==> src/sv/bpcb_pkg.sv <==
package bpcb_pkg;

    // Destination pixel formats
    localparam logic [1:0] FMT_RGBA32 = 2'd0;
    localparam logic [1:0] FMT_RGB24  = 2'd1;
    localparam logic [1:0] FMT_RGB565 = 2'd2;

    // Configuration register indexes
    localparam logic CFG_DEST_FORMAT  = 1'b0;
    localparam logic CFG_BLEND_ENABLE = 1'b1;

    // Alpha codes with a shortcut
    localparam logic [7:0] ALPHA_OPAQUE = 8'hFF;
    localparam logic [7:0] ALPHA_CLEAR  = 8'h00;

    // Channel lanes: red, green, blue, alpha
    localparam int LANES = 4;

    typedef logic [LANES-1:0][7:0]  lane8_t;
    typedef logic [LANES-1:0][15:0] lane16_t;

    // What the last stage does with an item
    typedef enum logic [1:0] {
        MODE_KEEP,
        MODE_COPY,
        MODE_MIX
    } mode_t;

    // Control and pass-through payload that travels with each item
    typedef struct packed {
        mode_t       mode;
        logic [1:0]  fmt;
        logic [31:0] src;
        logic [31:0] dst;
    } item_t;

endpackage

==> src/sv/bpcb_unpack.sv <==
module bpcb_unpack
    import bpcb_pkg::*;
(
    input  logic        clk,
    input  logic        rst_n,
    input  logic        en,
    input  logic        in_valid,
    input  logic [63:0] in_data,
    input  logic [1:0]  dest_format,
    input  logic        blend_enable,
    output logic        valid_reg,
    output item_t       item_reg,
    output lane8_t      src_lane_reg,
    output lane8_t      dst_lane_reg,
    output logic [7:0]  alpha_reg
);

    logic [7:0]  src_red;
    logic [7:0]  src_green;
    logic [7:0]  src_blue;
    logic [7:0]  src_alpha;
    logic [31:0] dst_word;
    item_t       item_next;
    lane8_t      src_lane_next;
    lane8_t      dst_lane_next;

    assign src_red   = in_data[7:0];
    assign src_green = in_data[15:8];
    assign src_blue  = in_data[23:16];
    assign src_alpha = in_data[31:24];
    assign dst_word  = in_data[63:32];

    // Decide the path and line up the destination channels
    always_comb
    begin
        item_next.fmt  = dest_format;
        item_next.src  = {src_alpha, src_blue, src_green, src_red};
        item_next.dst  = dst_word;
        item_next.mode = MODE_KEEP;
        src_lane_next  = {ALPHA_OPAQUE, src_blue, src_green, src_red};
        dst_lane_next  = {dst_word[31:24], dst_word[23:16], dst_word[15:8], dst_word[7:0]};
        case (dest_format)
            FMT_RGBA32:
            begin
                if (!blend_enable || src_alpha == ALPHA_OPAQUE)
                    item_next.mode = MODE_COPY;
                else if (src_alpha != ALPHA_CLEAR)
                    item_next.mode = MODE_MIX;
            end
            FMT_RGB24:
            begin
                item_next.mode = blend_enable ? MODE_MIX : MODE_COPY;
            end
            FMT_RGB565:
            begin
                // Widen the 565 fields by a left shift
                dst_lane_next = {8'h00, {dst_word[4:0], 3'b000},
                                 {dst_word[10:5], 2'b00}, {dst_word[15:11], 3'b000}};
                if (!blend_enable || src_alpha == ALPHA_OPAQUE)
                    item_next.mode = MODE_COPY;
                else if (src_alpha != ALPHA_CLEAR)
                    item_next.mode = MODE_MIX;
            end
            default:
            begin
                item_next.mode = MODE_KEEP;
            end
        endcase
    end

    // Stage valid
    always_ff @(posedge clk or negedge rst_n)
    begin
        if (!rst_n)
            valid_reg <= 1'b0;
        else if (en)
            valid_reg <= in_valid;
    end

    // Stage payload
    always_ff @(posedge clk)
    begin
        if (en)
        begin
            item_reg     <= item_next;
            src_lane_reg <= src_lane_next;
            dst_lane_reg <= dst_lane_next;
            alpha_reg    <= src_alpha;
        end
    end

endmodule

==> src/sv/bpcb_mix.sv <==
module bpcb_mix
    import bpcb_pkg::*;
(
    input  logic       clk,
    input  logic       rst_n,
    input  logic       en,
    input  logic       in_valid,
    input  item_t      in_item,
    input  lane8_t     src_lane,
    input  lane8_t     dst_lane,
    input  logic [7:0] alpha,
    output logic       valid_reg,
    output item_t      item_reg,
    output lane8_t     mix_lane_reg
);

    // Exact floor(x / 255) for x up to 255 * 255
    function automatic logic [7:0] div255(input logic [15:0] x);
        logic [16:0] sum;
        begin
            sum = {1'b0, x} + {9'd0, x[15:8]} + 17'd1;
            return sum[15:8];
        end
    endfunction

    logic    prod_valid_reg;
    item_t   prod_item_reg;
    lane16_t prod_lane_reg;
    lane16_t prod_lane_next;
    lane8_t  mix_lane_next;
    logic [7:0] alpha_inv;

    assign alpha_inv = ALPHA_OPAQUE - alpha;

    // Weighted sum per lane: s*a + d*(255-a)
    always_comb
    begin
        for (int i = 0; i < LANES; i++)
        begin
            prod_lane_next[i] = 16'({8'd0, src_lane[i]} * {8'd0, alpha})
                              + 16'({8'd0, dst_lane[i]} * {8'd0, alpha_inv});
        end
    end

    // Scale back by 1/255
    always_comb
    begin
        for (int i = 0; i < LANES; i++)
        begin
            mix_lane_next[i] = div255(prod_lane_reg[i]);
        end
    end

    // Stage valids
    always_ff @(posedge clk or negedge rst_n)
    begin
        if (!rst_n)
        begin
            prod_valid_reg <= 1'b0;
            valid_reg      <= 1'b0;
        end
        else if (en)
        begin
            prod_valid_reg <= in_valid;
            valid_reg      <= prod_valid_reg;
        end
    end

    // Stage payloads
    always_ff @(posedge clk)
    begin
        if (en)
        begin
            prod_item_reg <= in_item;
            prod_lane_reg <= prod_lane_next;
            item_reg      <= prod_item_reg;
            mix_lane_reg  <= mix_lane_next;
        end
    end

endmodule

==> src/sv/bpcb_pack.sv <==
module bpcb_pack
    import bpcb_pkg::*;
(
    input  logic        clk,
    input  logic        rst_n,
    input  logic        en,
    input  logic        in_valid,
    input  item_t       in_item,
    input  lane8_t      mix_lane,
    output logic        valid_reg,
    output logic [31:0] word_reg,
    output logic        write_reg
);

    function automatic logic [15:0] pack565(input logic [7:0] r, input logic [7:0] g,
                                           input logic [7:0] b);
        begin
            return {r[7:3], g[7:2], b[7:3]};
        end
    endfunction

    logic [31:0] word_next;
    logic        write_next;
    logic [7:0]  sr;
    logic [7:0]  sg;
    logic [7:0]  sb;
    logic [7:0]  sa;

    assign sr = in_item.src[7:0];
    assign sg = in_item.src[15:8];
    assign sb = in_item.src[23:16];
    assign sa = in_item.src[31:24];

    // Pack the result into the destination layout
    always_comb
    begin
        word_next  = in_item.dst;
        write_next = 1'b0;
        case (in_item.mode)
            MODE_COPY:
            begin
                write_next = 1'b1;
                case (in_item.fmt)
                    FMT_RGBA32: word_next = {sa, sb, sg, sr};
                    FMT_RGB24:  word_next = {8'h00, sb, sg, sr};
                    FMT_RGB565: word_next = {16'h0000, pack565(sr, sg, sb)};
                    default:    write_next = 1'b0;
                endcase
            end
            MODE_MIX:
            begin
                write_next = 1'b1;
                case (in_item.fmt)
                    FMT_RGBA32: word_next = {mix_lane[3], mix_lane[2], mix_lane[1], mix_lane[0]};
                    FMT_RGB24:  word_next = {8'h00, mix_lane[2], mix_lane[1], mix_lane[0]};
                    FMT_RGB565:
                        word_next = {16'h0000, pack565(mix_lane[0], mix_lane[1], mix_lane[2])};
                    default:    write_next = 1'b0;
                endcase
            end
            default:
            begin
                word_next  = in_item.dst;
                write_next = 1'b0;
            end
        endcase
    end

    // Output valid
    always_ff @(posedge clk or negedge rst_n)
    begin
        if (!rst_n)
            valid_reg <= 1'b0;
        else if (en)
            valid_reg <= in_valid;
    end

    // Output payload
    always_ff @(posedge clk)
    begin
        if (en)
        begin
            word_reg  <= word_next;
            write_reg <= write_next;
        end
    end

endmodule

==> src/sv/blit_pixel_convert_blend.sv <==
// Throughput: one pixel per cycle; decode, multiply-add, divide-by-255 and pack
// stages each hold one pixel, and the whole pipe holds while the output stalls.
// Reset (rst_n, asynchronous, active low) clears all stage valids and sets
// dest_format and blend_enable to 0 (RGBA32, plain copy).
module blit_pixel_convert_blend
    import bpcb_pkg::*;
(
    input  logic        clk,
    input  logic        rst_n,
    // Configuration write port
    input  logic        cfg_wr_en,
    input  logic        cfg_addr,
    input  logic [1:0]  cfg_wdata,
    // Source stream
    input  logic        s_tvalid,
    output logic        s_tready,
    input  logic [63:0] s_tdata,   // src_red, src_green, src_blue, src_alpha, dst_word
    // Result stream
    output logic        m_tvalid,
    input  logic        m_tready,
    output logic [31:0] m_tdata,   // new_word
    output logic        m_tuser    // write_enable
);

    logic [1:0] dest_format_reg;
    logic       blend_enable_reg;
    logic       en;

    logic       s1_valid;
    item_t      s1_item;
    lane8_t     s1_src_lane;
    lane8_t     s1_dst_lane;
    logic [7:0] s1_alpha;

    logic       s3_valid;
    item_t      s3_item;
    lane8_t     s3_mix_lane;

    // Configuration registers
    always_ff @(posedge clk or negedge rst_n)
    begin
        if (!rst_n)
        begin
            dest_format_reg  <= FMT_RGBA32;
            blend_enable_reg <= 1'b0;
        end
        else if (cfg_wr_en)
        begin
            case (cfg_addr)
                CFG_DEST_FORMAT:  dest_format_reg  <= cfg_wdata;
                CFG_BLEND_ENABLE: blend_enable_reg <= cfg_wdata[0];
                default:          dest_format_reg  <= dest_format_reg;
            endcase
        end
    end

    // Advance the whole pipe unless the output holds an untaken result
    assign en       = !m_tvalid || m_tready;
    assign s_tready = en;

    bpcb_unpack u_unpack (
        .clk          (clk),
        .rst_n        (rst_n),
        .en           (en),
        .in_valid     (s_tvalid),
        .in_data      (s_tdata),
        .dest_format  (dest_format_reg),
        .blend_enable (blend_enable_reg),
        .valid_reg    (s1_valid),
        .item_reg     (s1_item),
        .src_lane_reg (s1_src_lane),
        .dst_lane_reg (s1_dst_lane),
        .alpha_reg    (s1_alpha)
    );

    bpcb_mix u_mix (
        .clk          (clk),
        .rst_n        (rst_n),
        .en           (en),
        .in_valid     (s1_valid),
        .in_item      (s1_item),
        .src_lane     (s1_src_lane),
        .dst_lane     (s1_dst_lane),
        .alpha        (s1_alpha),
        .valid_reg    (s3_valid),
        .item_reg     (s3_item),
        .mix_lane_reg (s3_mix_lane)
    );

    bpcb_pack u_pack (
        .clk       (clk),
        .rst_n     (rst_n),
        .en        (en),
        .in_valid  (s3_valid),
        .in_item   (s3_item),
        .mix_lane  (s3_mix_lane),
        .valid_reg (m_tvalid),
        .word_reg  (m_tdata),
        .write_reg (m_tuser)
    );

endmodule

==> config.mk <==
export PLATFORM = sky130hd
export DESIGN_NAME = blit_pixel_convert_blend
export DESIGN_NICKNAME = d
export VERILOG_FILES = /design/src/sv/bpcb_pkg.sv /design/src/sv/bpcb_unpack.sv /design/src/sv/bpcb_mix.sv /design/src/sv/bpcb_pack.sv /design/src/sv/blit_pixel_convert_blend.sv
export SDC_FILE = /design/constraint.sdc
export NUM_CORES = 1
export LEC_CHECK = 0
export BUFFER_PORTS_ARGS = -buffer_cell sky130_fd_sc_hd__buf_4
export CAP_MARGIN = 10
export CORE_MARGIN = 4
export CORE_UTILIZATION = 30
export CTS_CLUSTER_DIAMETER = 60
export CTS_CLUSTER_SIZE = 24
export DETAILED_ROUTE_END_ITERATION = 10
export PLACE_DENSITY = 0.53
export SETUP_SLACK_MARGIN = 0.2
export SKIP_CTS_REPAIR_TIMING = 1
export SYNTH_ARGS = -nofsm -noshare
export SYNTH_HDL_FRONTEND = slang
export SYNTH_SLANG_ARGS = --single-unit
==> constraint.sdc <==
create_clock -name clk -period 22.8 [get_ports clk]
set_input_delay 1.14 -clock clk [delete_from_list [all_inputs] [get_ports clk]]
set_output_delay 1.14 -clock clk [all_outputs]
set_load 0.01 [all_outputs]
==> results of run 1 <==
[stage by stage]
step | hold slack [ns] | instances | util
3_5_place_dp | 0.405 | 4055 | 0.328
5_1_grt | 0.286 | 4112 | 0.339
6_report | 0.314 | 4113 | 0.339
3_3_place_gp | 0.400 | 4055 | 0.328
4_1_cts | 0.270 | 4112 | 0.339
2_1_floorplan | 0.400 | 2633 | -
[worst max-delay path by stage]
| stage | startpoint | to | cells past startpoint |
|---|---|---|---|
| 4_1_cts | u_unpack.alpha_reg[2] | u_mix.prod_lane_reg[60] | 19 |
| 5_1_grt | u_unpack.alpha_reg[2] | u_mix.prod_lane_reg[60] | 19 |
| 6_report | u_unpack.alpha_reg[2] | u_mix.prod_lane_reg[61] | 20 |
| 3_3_place_gp | u_unpack.alpha_reg[2] | u_mix.prod_lane_reg[61] | 20 |
| 2_1_floorplan | m_tready | u_mix.prod_valid_reg | 2 |
| 3_5_place_dp | u_unpack.alpha_reg[3] | u_mix.prod_lane_reg[60] | 19 |
[routing by layer]
layer	vias to the layer above	global-route usage	share of wire
met2	369	0.232	0.47
met5	-	0	0.00018
li1	8653	-	-
met1	9485	0.198	0.46
met3	64	0.0165	0.046
met4	2	0.0254	0.016
[layout make-up]
class                   count  area (um^2)  area share
diodes                      1         2.50   0.0000735
repair buffers            132          991      0.0291
well taps                1357         1700      0.0498
multi-input cells        1642        17000       0.499
clock inverters            26          377      0.0111
flip-flops and latches    372        11100       0.327
clock buffers              31          776      0.0228
inverters                 552         2070      0.0608
[placed cells by master, fill, tap and decap left out, drive strengths merged, types with 16 or more instances in the layout]
master | synthesis | final
ha | 278 | 278
fa | 374 | 374
and2 | 135 | 135
inv | 550 | 565
o221ai | 32 | 32
nor2b | 187 | 187
mux2 | 25 | 25
xnor2 | 62 | 62
nand2 | 201 | 201
edfxtp | 365 | 365
o21ai | 38 | 38
a21oi | 56 | 56
clkbuf | 61 | 31
nor2 | 56 | 56
xor2 | 25 | 25
a22oi | 16 | 16
buf | 6 | 132
[logic make-up (layout without fill, tap and decap cells)]
logic type | after synthesis | count (layout)
flops | 372 | 372
fa+ha+maj | 652 | 652
mux | 28 | 28
compound gates | 218 | 218
other cells | 1 | 5
buf+inv | 619 | 741
xor+xnor | 87 | 87
simple gates | 653 | 653
[cell usage after synthesis (all sizes together), types with 15 or more instances]
| cell | count |
|---|---|
| ha | 278 |
| mux2 | 25 |
| xnor2 | 62 |
| nor2 | 56 |
| a22oi | 16 |
| o221ai | 32 |
| a21oi | 56 |
| xor2 | 25 |
| and2 | 135 |
| a21o | 15 |
| fa | 374 |
| nand2 | 201 |
| nor2b | 187 |
| o21ai | 38 |
| clkbuf | 61 |
| edfxtp | 365 |
| inv | 550 |
[critical path, stage by stage, from the launching register on]
cell,delay [ns]
edfxtp_1,0.33
buf_4,0.55
inv_1,0.48
fa_1,0.70
inv_1,0.14
fa_1,0.59
inv_1,0.07
fa_1,0.53
inv_1,0.05
fa_1,0.44
fa_1,0.51
inv_1,0.05
fa_1,0.47
inv_1,0.04
ha_1,0.32
a21o_2,0.23
a21oi_1,0.29
o211ai_2,0.21
a21o_1,0.23
a21oi_2,0.14
xnor2_1,0.07
==> impl_metrics.json, run 1 <==
{
  "status": "completed",
  "rows": 116,
  "slew_viol_final": 0,
  "synthArstFlopShare": 0.0188,
  "r2r-start": "u_unpack.alpha_reg[2]",
  "cts_buffers": 31,
  "vias": 18600,
  "finalCriticalPeriod_ns": 6.72,
  "synth_ff_type": "edfxtp_1",
  "synth_cell_types": 60,
  "avgViaCountPerCell": 4.52,
  "timing.fmax_ghz": 0.149,
  "avgSynthCellArea_um2": 11.6,
  "clkSlewWorstSetupHoldPaths_ns": 0.09,
  "grt_max_degree": 72,
  "antenna_left": 0,
  "drtPass1Iterations": 5,
  "detail_route.wl_per_cell_um": 17.7,
  "die_area_um2": 107000,
  "grt_pass1_vias": 19700,
  "hold_viol": 0,
  "fin_skew_ns": 0.0367,
  "antenna_found_initial": 5,
  "gp_congestion": 0.781,
  "setup-violations-final": 0,
  "die_w_um": 327,
  "drc": 0,
  "arrival_ns": 7.09,
  "post-place-ws_ns": 16.05,
  "synth_compound_area_frac": 0.0493,
  "drive_gt1_frac": 0.0835,
  "synth_area_leader_cell": "edfxtp_1",
  "synthSimpleGateAreaFrac": 0.113,
  "synth_area_leaders": "edfxtp_1, fa_1, ha_1, inv_1, nor2b_1",
  "design_area_um2": 34100,
  "clk_latency_ns": 0.63,
  "cts_root_buf": "clkbuf_16",
  "clock-sinks": 372,
  "synthMuxAreaShare": 0.0102,
  "critPathLaunchType": "register",
  "start_util": 0.303,
  "cp.required_ns": 23.17,
  "max_slew_margin": 0.415,
  "yosysTopAreaCellShare": 0.360,
  "io_buffers": 106,
  "rsz0062_at_grt": "no",
  "htree_levels": 1,
  "r2r_end": "u_mix.prod_lane_reg[61]",
  "layout_setup_ws_ns": 16.08,
  "io_pins": 107,
  "ff2ff_setup_slack_ns": 16.08,
  "ys_ff_latch": 372,
  "core-area_um2": 100000,
  "syn_area_um2": 30500,
  "drt_iter0_drc": 1099,
  "yosysWarnings": 0,
  "routed_wl_mm": 72.6,
  "die_h_um": 327,
  "synth_xor_area_frac": 0.0250,
  "synth_cells": 2630,
  "finalCritPeriodShare": 0.295,
  "synthAdderAreaFrac": 0.360,
  "path_class": "register to register",
  "clock_path_buffers": 3,
  "cp_max_fo": 47,
  "drv_cap": 0,
  "r2r_cells": 20,
  "grt_pass1_wl_mm": 115,
  "layout.nets": 3455,
  "hpwl_mm": 54.3,
  "worst_slew_pin_slew_ns": 0.855,
  "grt_overflow": 0,
  "place_area_um2": 32900,
  "endpoint_kind": "register",
  "tns_ns": 0,
  "grt.total_usage": 0.139,
  "hold_path.class": "input pin to asynchronous set/reset pin",
  "synth_edf_count": 365,
  "synth_top_family_by_area": "adder cells",
  "area_growth_pct": 11.8,
  "yosysSeqAreaShare": 0.366,
  "cts_tree": "built",
  "fillers": 10100
}
Power of run 1 is not shown: default switching activity piles up to over one toggle a cycle in this logic, so the estimate is an artifact.
==> run 2, diff against run 1 <==
==> constraint.sdc (replaced) <==
create_clock -name clk -period 6.8 [get_ports clk]
set_input_delay 0.34 -clock clk [delete_from_list [all_inputs] [get_ports clk]]
set_output_delay 0.34 -clock clk [all_outputs]
set_load 0.01 [all_outputs]
==> run 2 against run 1 <==
Cell count up 1.9%. Global-route usage fell by 0.062 points. Register-to-register slack worse by 15 ns. Utilization increased by 0.97 points. Highest routed layer unchanged. Clock skew is 0.0067 ns higher. Setup slack got worse by 15 ns. Critical endpoint is now u_mix.prod_lane_reg[15].
==> impl_metrics.json, run 2 (synthesized netlist as in run 1, its figures left out) <==
{
  "arrival_ns": 6.47,
  "multi_input_area_um2": 17000,
  "antenna_found_initial": 6,
  "hold_path.class": "input pin to register",
  "path_class": "register to register",
  "slew_viol_final": 0,
  "drc": 0,
  "rsz0062_at_grt": "no",
  "avgViaCountPerCell": 4.46,
  "final-seq-area_um2": 11100,
  "r2r_end": "u_mix.prod_lane_reg[15]",
  "hpwl_mm": 55.3,
  "cts_root_buf": "clkbuf_16",
  "max_slew_margin": 0.347,
  "io_buffers": 106,
  "grt_pass1_vias": 19500,
  "antenna_left": 0,
  "hold_slack_ns": 0.0382,
  "clkSlewWorstSetupHoldPaths_ns": 0.09,
  "layout.nets": 3529,
  "tns_ns": 0,
  "core-area_um2": 100000,
  "clock-sinks": 372,
  "area_growth_pct": 15.0,
  "cp_max_fo": 14,
  "setup-violations-final": 0,
  "critical_path.slowest_cell": "inv_1",
  "detail_route.wl_per_cell_um": 17.4,
  "critPathLaunchType": "register",
  "r2r-start": "u_unpack.alpha_reg[2]",
  "grt.total_usage": 0.139,
  "cts_tree": "built",
  "cp.required_ns": 7.11,
  "grt_max_degree": 159,
  "layout_common_cells": "inv_1, fa_1, edfxtp_1",
  "drt_iter0_drc": 1105,
  "ff2ff_setup_slack_ns": 0.64,
  "htree_levels": 2,
  "cts_buffers": 36,
  "grt_pass1_wl_mm": 115,
  "drtPass1Iterations": 7,
  "min_from": "s_tdata[25]",
  "finish.utilization": 0.349,
  "min_path_cells": 1,
  "endpoint_kind": "register",
  "drv_cap": 0,
  "start_util": 0.303,
  "die_area_um2": 107000,
  "clock_path_buffers": 3,
  "timing.fmax_ghz": 0.162,
  "status": "completed",
  "max_stage_delay_ns": 0.56,
  "finalCriticalPeriod_ns": 6.16,
  "place_area_um2": 33000,
  "routed_wl_mm": 72.7,
  "crit_chain": "inv_1 -> nand2_1 -> fa_1 -> fa_1 -> inv_1 -> fa_1 -> fa_1 -> fa_1 -> inv_1 -> fa_1 -> inv_1 -> ha_1 -> a21o_1 -> nand4_1 -> o21ai_0 -> o41ai_1 -> mux2i_1 -> o311ai_0",
  "vias": 18700,
  "hold_viol": 0,
  "die_w_um": 327,
  "die_h_um": 327,
  "r2r_cells": 18,
  "gp_congestion": 0.798,
  "layout_commonest_cell": "inv_1",
  "design_area_um2": 35000,
  "worst_slew_pin_slew_ns": 0.979,
  "drive_gt1_frac": 0.0851,
  "clk_latency_ns": 0.60,
  "fin_skew_ns": 0.0434,
  "holdPathEnd": "u_unpack.alpha_reg[1]",
  "fillers": 10100,
  "grt_overflow": 0,
  "finalCritPeriodShare": 0.906,
  "rows": 116,
  "io_pins": 107,
  "cp_common_cell": "fa_1"
}
run 2: worst max path at each step:
stage	from	endpoint	depth (start not counted)
6_report	u_unpack.alpha_reg[2]	u_mix.prod_lane_reg[15]	18
3_5_place_dp	u_unpack.alpha_reg[2]	u_mix.prod_lane_reg[61]	19
3_3_place_gp	u_unpack.alpha_reg[2]	u_mix.prod_lane_reg[15]	18
2_1_floorplan	u_unpack.alpha_reg[7]	u_mix.prod_lane_reg[15]	19
5_1_grt	u_unpack.alpha_reg[2]	u_mix.prod_lane_reg[60]	18
4_1_cts	u_unpack.alpha_reg[2]	u_mix.prod_lane_reg[15]	18
run 2: per-layer routing:
metal | share of wire | GRT usage
met5 | 0.00017 | 0
met4 | 0.022 | 0.0320
met3 | 0.044 | 0.0223
met2 | 0.46 | 0.225
met1 | 0.47 | 0.195
run 2: per-stage QoR:
step           setup WS (ns)  cells
2_1_floorplan          0.934   2633
3_3_place_gp           0.779   4060
3_5_place_dp           0.706   4060
4_1_cts                0.645   4125
5_1_grt                0.255   4190
6_report               0.639   4190
run 2: cell type report:
| cell class | count | area share |
|---|---|---|
| Clock buffer | 36 | 0.0257 |
| Sequential cell | 372 | 0.318 |
| Multi-Input combinational cell | 1642 | 0.486 |
| Timing Repair Buffer | 201 | 0.0501 |
| Clock inverter | 29 | 0.0130 |
| Antenna cell | 1 | 0.0000714 |
| Inverter | 552 | 0.0591 |
| Tap cell | 1357 | 0.0485 |
run 2: worst max-delay path: cells and delay by family (launching register included):
family          cells  cell delay, ns
mux                 1            0.24
flops               1            0.45
simple gates        2            0.26
compound gates      4            1.00
fa+ha+maj           7            3.19
buf+inv             4            0.72
Power of run 2 is left out for the same reason.
